[src/tpp_pkg.sv]
package tpp_pkg;

  localparam int PointsPerRing = 324;
  localparam int ScreenWidth   = 128;
  localparam int ScreenHeight  = 64;

  localparam logic [31:0] NormBias  = 32'd3145728;
  localparam logic [31:0] DepthBase = 32'd10485760;
  localparam logic [31:0] TubeScale = 32'd6144;
  localparam logic [15:0] Unit      = 16'd1024;
  localparam logic [31:0] HalfW     = 32'(ScreenWidth / 2);
  localparam logic [31:0] HalfH     = 32'(ScreenHeight / 2);
  localparam logic [9:0]  LastIndex = 10'(PointsPerRing - 1);
  localparam logic [9:0]  RingDone  = 10'(PointsPerRing);

  typedef struct packed {
    logic        start;
    logic [31:0] num;
    logic [31:0] den;
  } div_req_t;

endpackage

[src/tpp_div.sv]
module tpp_div (
  input  logic             clk,
  input  logic             rst,
  input  tpp_pkg::div_req_t req,
  output logic             busy,
  output logic [31:0]      quo
);

  logic [31:0] rem;
  logic [31:0] qbits;
  logic [31:0] dabs;
  logic [5:0]  count;
  logic        neg;
  logic [32:0] trial;
  logic [31:0] nabs;

  assign nabs  = req.num[31] ? (32'd0 - req.num) : req.num;
  assign trial = {rem, qbits[31]} - {1'b0, dabs};
  assign quo   = neg ? (32'd0 - qbits) : qbits;

  // Restoring division on magnitudes, one quotient bit per cycle.
  always_ff @(posedge clk) begin
    if (rst) begin
      busy  <= 1'b0;
      count <= '0;
    end else if (req.start) begin
      busy  <= 1'b1;
      count <= 6'd32;
      rem   <= '0;
      qbits <= nabs;
      dabs  <= req.den[31] ? (32'd0 - req.den) : req.den;
      neg   <= req.num[31] ^ req.den[31];
    end else if (busy) begin
      if (!trial[32]) begin
        rem   <= trial[31:0];
        qbits <= {qbits[30:0], 1'b1};
      end else begin
        rem   <= {rem[30:0], qbits[31]};
        qbits <= {qbits[30:0], 1'b0};
      end
      count <= count - 6'd1;
      if (count == 6'd1) begin
        busy <= 1'b0;
      end
    end
  end

endmodule

[src/torus_point_projector.sv]
// Torus point generator. Each transfer on the input yields one point on the output.
// The block is ready for the next item in the same cycle that a finished point
// appears in the output register. One shared 32x32 multiplier is stepped through ten
// projection products and six ring rotation products, and the two perspective
// divisions each hold the sequencer in a bit-serial divider. When the projection depth
// is zero the divisions are skipped. A start item (op = 1) first runs 'frame' rotation
// pairs of the angle rotors, up to 1023 pairs. The block takes no item while busy; a
// finished point waits in the output register while the next item is accepted and
// computed, and apart from the divisions the sequencer stalls only when its next point
// is ready and the previous one has still not been taken.
module torus_point_projector (
  input  logic       clk,
  input  logic       rst,
  input  logic       in_valid,
  output logic       in_ready,
  input  logic       op,
  input  logic [9:0] frame,
  output logic       out_valid,
  input  logic       out_ready,
  output logic [6:0] pixel_x,
  output logic [5:0] pixel_y,
  output logic       visible,
  output logic       last
);

  localparam logic [4:0] S_IDLE  = 5'd0;
  localparam logic [4:0] S_ROT   = 5'd1;  // rotation micro steps
  localparam logic [4:0] S_P1    = 5'd2;
  localparam logic [4:0] S_P2    = 5'd3;
  localparam logic [4:0] S_P3    = 5'd4;
  localparam logic [4:0] S_P4    = 5'd5;
  localparam logic [4:0] S_P5    = 5'd6;
  localparam logic [4:0] S_P6    = 5'd7;
  localparam logic [4:0] S_P7    = 5'd8;
  localparam logic [4:0] S_P8    = 5'd9;
  localparam logic [4:0] S_P9    = 5'd10;
  localparam logic [4:0] S_DIVX  = 5'd11;
  localparam logic [4:0] S_WX    = 5'd12;
  localparam logic [4:0] S_DIVY  = 5'd13;
  localparam logic [4:0] S_WY    = 5'd14;
  localparam logic [4:0] S_FIN   = 5'd15;
  localparam logic [4:0] S_OUT   = 5'd16;

  localparam logic [1:0] R_A    = 2'd0;
  localparam logic [1:0] R_B    = 2'd1;
  localparam logic [1:0] R_RING = 2'd2;

  logic [4:0]  state;
  logic [2:0]  rstep;
  logic [1:0]  rsel;
  logic [9:0]  frame_left;
  logic [15:0] sin_a, cos_a, sin_b, cos_b, ring_sin, ring_cos;
  logic [9:0]  point_count;
  logic [31:0] rx, ry, rn, t0, t1, x1, x3, x4, depth, nx, ny, qx;
  logic [31:0] mul_a, mul_b, prod;
  logic [63:0] prod_full;
  logic [15:0] rc, rs;
  logic [31:0] rsh;
  logic [31:0] sx, sy;
  logic        is_last;
  logic [6:0]  res_px;
  logic [5:0]  res_py;
  logic        res_vis;
  logic        res_last;
  logic        out_load;
  tpp_pkg::div_req_t dreq;
  logic        dbusy;
  logic [31:0] dquo;

  tpp_div u_div (.clk(clk), .rst(rst), .req(dreq), .busy(dbusy), .quo(dquo));

  assign in_ready = (state == S_IDLE);
  assign out_load = (state == S_OUT) && (!out_valid || out_ready);

  // Operands of the rotor under rotation.
  always_comb begin
    case (rsel)
      R_A:     begin rc = cos_a;    rs = sin_a;    end
      R_B:     begin rc = cos_b;    rs = sin_b;    end
      default: begin rc = ring_cos; rs = ring_sin; end
    endcase
  end

  // Shared multiplier operand selection.
  always_comb begin
    mul_a = '0;
    mul_b = '0;
    if (state == S_ROT) begin
      case (rstep)
        3'd0:    begin mul_a = 32'd5; mul_b = {{16{rs[15]}}, rs}; end
        3'd1:    begin mul_a = 32'd5; mul_b = {{16{rc[15]}}, rc}; end
        3'd2:    begin mul_a = rx;    mul_b = rx; end
        3'd3:    begin mul_a = ry;    mul_b = ry; end
        3'd4:    begin mul_a = rx;    mul_b = rn; end
        default: begin mul_a = ry;    mul_b = rn; end
      endcase
    end else begin
      case (state)
        S_P1: begin mul_a = {{16{ring_cos[15]}}, ring_cos}; mul_b = tpp_pkg::TubeScale; end
        S_P2: begin mul_a = {{16{ring_sin[15]}}, ring_sin}; mul_b = tpp_pkg::TubeScale; end
        S_P3: begin mul_a = {{16{sin_a[15]}}, sin_a}; mul_b = x3; end
        S_P4: begin mul_a = {{16{cos_a[15]}}, cos_a}; mul_b = x3; end
        S_P5: begin mul_a = {{16{cos_b[15]}}, cos_b}; mul_b = x1; end
        S_P6: begin mul_a = {{16{sin_b[15]}}, sin_b}; mul_b = x4; end
        S_P7: begin mul_a = {{16{cos_b[15]}}, cos_b}; mul_b = x4; end
        S_P8: begin mul_a = {{16{sin_b[15]}}, sin_b}; mul_b = x1; end
        S_P9: begin mul_a = tpp_pkg::HalfW; mul_b = t0; end
        S_DIVX: begin mul_a = tpp_pkg::HalfH; mul_b = t1; end
        default: begin mul_a = '0; mul_b = '0; end
      endcase
    end
  end

  assign prod_full = mul_a * mul_b;
  assign prod      = prod_full[31:0];
  assign rsh       = (rsel == R_A) ? 32'($signed(prod) >>> 7) : 32'($signed(prod) >>> 8);
  assign sx        = tpp_pkg::HalfW + qx;
  assign sy        = tpp_pkg::HalfH + dquo;
  assign is_last   = (point_count + 10'd1) == tpp_pkg::LastIndex + 10'd1;

  always_comb begin
    dreq.start = 1'b0;
    dreq.num   = nx;
    dreq.den   = depth;
    if (state == S_DIVX && depth != '0) begin
      dreq.start = 1'b1;
    end else if (state == S_WX && !dbusy && depth != '0) begin
      dreq.start = 1'b1;
      dreq.num   = ny;
    end
  end

  always_ff @(posedge clk) begin
    if (rst) begin
      state       <= S_IDLE;
      out_valid   <= 1'b0;
      sin_a       <= tpp_pkg::Unit;
      cos_a       <= '0;
      sin_b       <= tpp_pkg::Unit;
      cos_b       <= '0;
      ring_sin    <= '0;
      ring_cos    <= tpp_pkg::Unit;
      point_count <= '0;
      rstep       <= '0;
      rsel        <= R_A;
      frame_left  <= '0;
    end else begin
      out_valid <= out_load || (out_valid && !out_ready);
      case (state)
        S_IDLE: begin
          if (in_valid && in_ready) begin
            if (op) begin
              sin_a <= tpp_pkg::Unit; cos_a <= '0;
              sin_b <= tpp_pkg::Unit; cos_b <= '0;
              ring_sin <= '0; ring_cos <= tpp_pkg::Unit; point_count <= '0;
              frame_left <= frame;
              rsel  <= R_A;
              rstep <= '0;
              state <= (frame == '0) ? S_P1 : S_ROT;
            end else begin
              if (point_count >= tpp_pkg::RingDone) begin
                ring_sin <= '0; ring_cos <= tpp_pkg::Unit; point_count <= '0;
              end
              state <= S_P1;
            end
          end
        end
        S_ROT: begin
          rstep <= rstep + 3'd1;
          case (rstep)
            3'd0: rx <= {{16{rc[15]}}, rc} - rsh;
            3'd1: ry <= {{16{rs[15]}}, rs} + rsh;
            3'd2: t0 <= tpp_pkg::NormBias - prod;
            3'd3: rn <= 32'($signed(t0 - prod) >>> 11);
            3'd4: t1 <= 32'($signed(prod) >>> 10);
            default: begin
              rstep <= '0;
              case (rsel)
                R_A: begin
                  cos_a <= t1[15:0];
                  sin_a <= prod[25:10];
                  rsel  <= R_B;
                end
                R_B: begin
                  cos_b <= t1[15:0];
                  sin_b <= prod[25:10];
                  rsel  <= R_A;
                  frame_left <= frame_left - 10'd1;
                  if (frame_left == 10'd1) begin
                    state <= S_P1;
                  end
                end
                default: begin
                  ring_cos <= t1[15:0];
                  ring_sin <= prod[25:10];
                  state    <= S_OUT;
                end
              endcase
            end
          endcase
        end
        S_P1: begin x1 <= 32'($signed(prod) >>> 10); state <= S_P2; end
        S_P2: begin x3 <= 32'($signed(prod) >>> 10); state <= S_P3; end
        S_P3: begin x4 <= 32'd0 - 32'($signed(prod) >>> 10); state <= S_P4; end
        S_P4: begin depth <= tpp_pkg::DepthBase + prod; state <= S_P5; end
        S_P5: begin t0 <= prod; state <= S_P6; end
        S_P6: begin t0 <= t0 - prod; state <= S_P7; end
        S_P7: begin t1 <= prod; state <= S_P8; end
        S_P8: begin t1 <= t1 + prod; state <= S_P9; end
        S_P9: begin nx <= prod; state <= S_DIVX; end
        S_DIVX: begin ny <= prod; state <= (depth == '0) ? S_FIN : S_WX; end
        S_WX: begin
          if (!dbusy) begin
            qx    <= dquo;
            state <= S_WY;
          end
        end
        S_WY: begin
          if (!dbusy) begin
            state <= S_FIN;
          end
        end
        S_FIN: begin
          res_px  <= '0;
          res_py  <= '0;
          res_vis <= 1'b0;
          if (depth != '0 && !sx[31] && sx != '0 && $signed(sx) < tpp_pkg::ScreenWidth &&
              !sy[31] && sy != '0 && $signed(sy) < tpp_pkg::ScreenHeight) begin
            res_px  <= sx[6:0];
            res_py  <= sy[5:0];
            res_vis <= 1'b1;
          end
          res_last    <= is_last;
          point_count <= is_last ? tpp_pkg::RingDone : point_count + 10'd1;
          rsel        <= R_RING;
          rstep       <= '0;
          state       <= S_ROT;
        end
        S_OUT: begin
          // The new point moves out only once the previous one has been taken.
          if (out_load) begin
            pixel_x <= res_px;
            pixel_y <= res_py;
            visible <= res_vis;
            last    <= res_last;
            state   <= S_IDLE;
          end
        end
        default: state <= S_IDLE;
      endcase
    end
  end

endmodule

[config.mk]
export PLATFORM = sky130hd
export DESIGN_NAME = torus_point_projector
export DESIGN_NICKNAME = d
export VERILOG_FILES = /design/src/tpp_pkg.sv /design/src/tpp_div.sv /design/src/torus_point_projector.sv
export SDC_FILE = /design/constraint.sdc
export NUM_CORES = 2
export LEC_CHECK = 0
export BUFFER_PORTS_ARGS = -buffer_cell sky130_fd_sc_hd__buf_2
export CAP_MARGIN = 15
export CORE_MARGIN = 2
export CORE_UTILIZATION = 55
export CTS_BUF_LIST = sky130_fd_sc_hd__clkbuf_4
export CTS_CLUSTER_SIZE = 16
export DETAILED_ROUTE_END_ITERATION = 12
export PLACE_DENSITY = 0.72
export SLEW_MARGIN = 20
export SYNTH_ARGS = -nofsm -noshare
export SYNTH_HDL_FRONTEND = slang
export SYNTH_SLANG_ARGS = --single-unit
[constraint.sdc]
create_clock -name clk -period 13.8 [get_ports clk]
set_input_delay 0 -clock clk [delete_from_list [all_inputs] [get_ports clk]]
set_output_delay 0 -clock clk [all_outputs]
set_load 0.01 [all_outputs]
==> flow_metrics.env <==
export IMPL_status="finished, final reports clean"
export IMPL_io_buffers=31
export IMPL_fmax_mhz=76.24
export IMPL_r2r_end="t0[31]"
export IMPL_via_per_inst=6.174
export IMPL_grt_pass1_vias=42790
export IMPL_synthXorXnorAreaFrac_pct=5.736
export IMPL_holdWs_ns=0.1565
export IMPL_synth_seq_cells=591
export IMPL_synth_top_family_by_area="adder cells"
export IMPL_finalWirelength_um=166400
export IMPL_initial_core_util_pct=55.48
export IMPL_worst_ep_arrival_time_ns=13.79
export IMPL_htree_levels=4
export IMPL_grt_pass1_wl_um=253300
export IMPL_relSlewSlack_pct=28.33
export IMPL_grt_ovfl_total=0
export IMPL_num_io_pins=32
export IMPL_die_y_um=310.6
export IMPL_nets=6448
export IMPL_syn_nets=6335
export IMPL_rsz0062_at_grt="no"
export IMPL_post_route_min_period_ns=13.12
export IMPL_setup_viol_count_final=0
export IMPL_coreArea_um2=93190
export IMPL_ant_nets=0
export IMPL_rr_worst_depth=43
export IMPL_postSynthCellCount=5632
export IMPL_yosysTopAreaCellShare_pct=26.54
export IMPL_yosys_area_share_simple_pct=15.75
export IMPL_drcViolationCount=0
export IMPL_grt_max_degree=76
export IMPL_mostFrequentLayoutCells="inv_1 (696), nand2_1 (669), nor2_1 (486)"
export IMPL_slew_viol_final=0
export IMPL_holdPathEnd="state[1]"
export IMPL_reg2reg_slack_ns=0.68
export IMPL_yosys_cell_types_count=114
export IMPL_dieArea_um2=96470
export IMPL_routabilityCongestion=1.019
export IMPL_synth_mux_area_share_pct=1.960
export IMPL_slowest_delay_ns=0.80
export IMPL_cts_setup_buffers=0
export IMPL_yosysWarningCount=0
export IMPL_yosysTopAreaCell="edfxtp_1"
export IMPL_cp_max_fo=19
export IMPL_numCtsBuffers=154
export IMPL_drt_pass1_iter_count=7
export IMPL_clock_tree_buffer_depth=3
export IMPL_vias=43950
export IMPL_antenna_found_initial=7
export IMPL_ys_seq_area_share_pct=31.73
export IMPL_hpwl_um=123200
export IMPL_fin_tns_setup_ns=0
export IMPL_cts_root_buf="clkbuf_4"
export IMPL_async_flop_share_pct=0
export IMPL_min_period_over_period_pct=95.05
export IMPL_clk_transition_reported_paths_ns=0.07
export IMPL_critical_path_buf_inv_count=7
export IMPL_final_cells=7118
export IMPL_synth_area_um2=51700
export IMPL_min_path_cells=7
export IMPL_start_kind="register"
export IMPL_rows=112
export IMPL_clock_latency_ns=1.07
export IMPL_crit_family="compound AO/OA/AOI/OAI gates"
export IMPL_synth_area_leaders="edfxtp_1 (27%), fa_1 (16%), ha_1 (6.7%)"
export IMPL_synth_area_per_cell_um2=9.180
export IMPL_min_path_type="input pin to register"
export IMPL_dpl_cell_area_um2=53860
export IMPL_fin_skew_ns=0.1152
export IMPL_final_common_cell="inv_1"
export IMPL_cts_tree="built"
export IMPL_path_class="register to register"
export IMPL_areaGrowthSynthToFinish_pct=8.780
export IMPL_synth_edf_count=457
export IMPL_wl_per_cell_um=23.38
export IMPL_cpMaxStageDelayCell="o21a_1"
export IMPL_ys_flop_type="edfxtp_1"
export IMPL_synth_compound_gate_area_share_pct=14.86
export IMPL_cts_sinks=591
export IMPL_hold_violations=0
export IMPL_max_cap_viol_count=0
export IMPL_r2r_start="state[1]"
export IMPL_dpl_cell_count=6809
export IMPL_min_delay_start="frame[5]"
export IMPL_final_area_um2=56240
export IMPL_cp_required_ns=14.48
export IMPL_end_kind="register"
export IMPL_drive_gt1_share_pct=9.834
export IMPL_dieWidth_um=310.6
export IMPL_detail_route_iter0_violations=5194
export IMPL_synthAdderAreaFrac_pct=22.76
export IMPL_worst_pin_slew_ns=1.075
export IMPL_gr_usage_all_layers_pct=34.34
-- repair_timing --
item,in CTS,in global routing
hold endpoints to repair,333,0
hold buffers,33,0
gates resized for setup,0,0
-- state kept, by name (all words and copies together), names as in the netlist, 21 cells and up --
name         flops
ry              26
u_div.dabs      32
x4              23
x3              22
rn              21
qx              32
t0              32
depth           32
u_div.qbits     32
u_div.rem       32
ny              32
nx              32
x1              22
rx              26
t1              30
-- kinds of logic after synthesis --
group / Yosys count
adders and majority gates: 694
and+or+nand+nor: 1785
muxes: 101
DFF: 591
xor gates and xnor gates: 331
buffers and inverters: 967
AOI/OAI and AO/OA: 1163
-- area by class of cell --
cell class | count | area [um^2]
diodes | 7 | 17.52
multi-input cells | 4074 | 31900
repair buffers | 221 | 1712
inverters | 703 | 2639
well taps | 1254 | 1569
clock inverters | 42 | 302.8
fillers | 8025 | 36950
flip-flops and latches | 591 | 16410
clock buffers | 226 | 1697
-- worst reg2reg max path: cells and delay by family, from the launching register on --
family	cells	cell delay (ns)
compound gates	17	5.26
simple gates	6	1.17
buf+inv	7	0.51
fa+ha+maj	11	4.79
xor+xnor	2	0.32
flops	1	0.69
-- how the worst max path moves through the flow --
stage               startpoint  endpoint  slack [ns]  depth (start not counted)
floorplan              rsel[1]    t0[31]        1.24                         47
global placement      state[1]    t0[31]        1.35                         43
detailed placement    state[3]    t0[31]        1.06                         44
CTS                   state[1]    t0[31]        0.91                         43
global route          state[4]    t0[31]        0.15                         44
finish                state[1]    t0[31]        0.68                         43
-- cells in the mapped netlist, drive strengths merged (89+ instances only) --
| master | n |
|---|---|
| inv | 699 |
| nand2 | 671 |
| nor2 | 501 |
| edfxtp | 457 |
| fa | 412 |
| o21ai | 304 |
| a21oi | 293 |
| ha | 276 |
| xnor2 | 241 |
| clkbuf | 206 |
| dfxtp | 134 |
| nand3 | 121 |
| mux2i | 99 |
| nor3 | 96 |
| nand2b | 89 |
| xor2 | 89 |
-- per-stage QoR --
stage	worst slack, ns	utilization [%]
after CTS	0.9069	60.29
after floorplan	1.240	-
after detailed placement	1.055	57.79
after global placement	1.351	57.79
final	0.6835	60.35
after global routing	0.1543	60.34
-- routing by layer --
layer | global-route usage (%) | vias to the layer above | routed length [um]
li1 | - | 19570 | -
met2 | 50.55 | 2694 | 70950
met4 | 20.05 | 4 | 10540
met1 | 44.66 | 21090 | 62770
met5 | 0 | - | 22
met3 | 10.76 | 590 | 22160
Power is left out: the tool's default activity adds up to more than one toggle a clock period on the data nets, which glitch-free logic cannot reach.
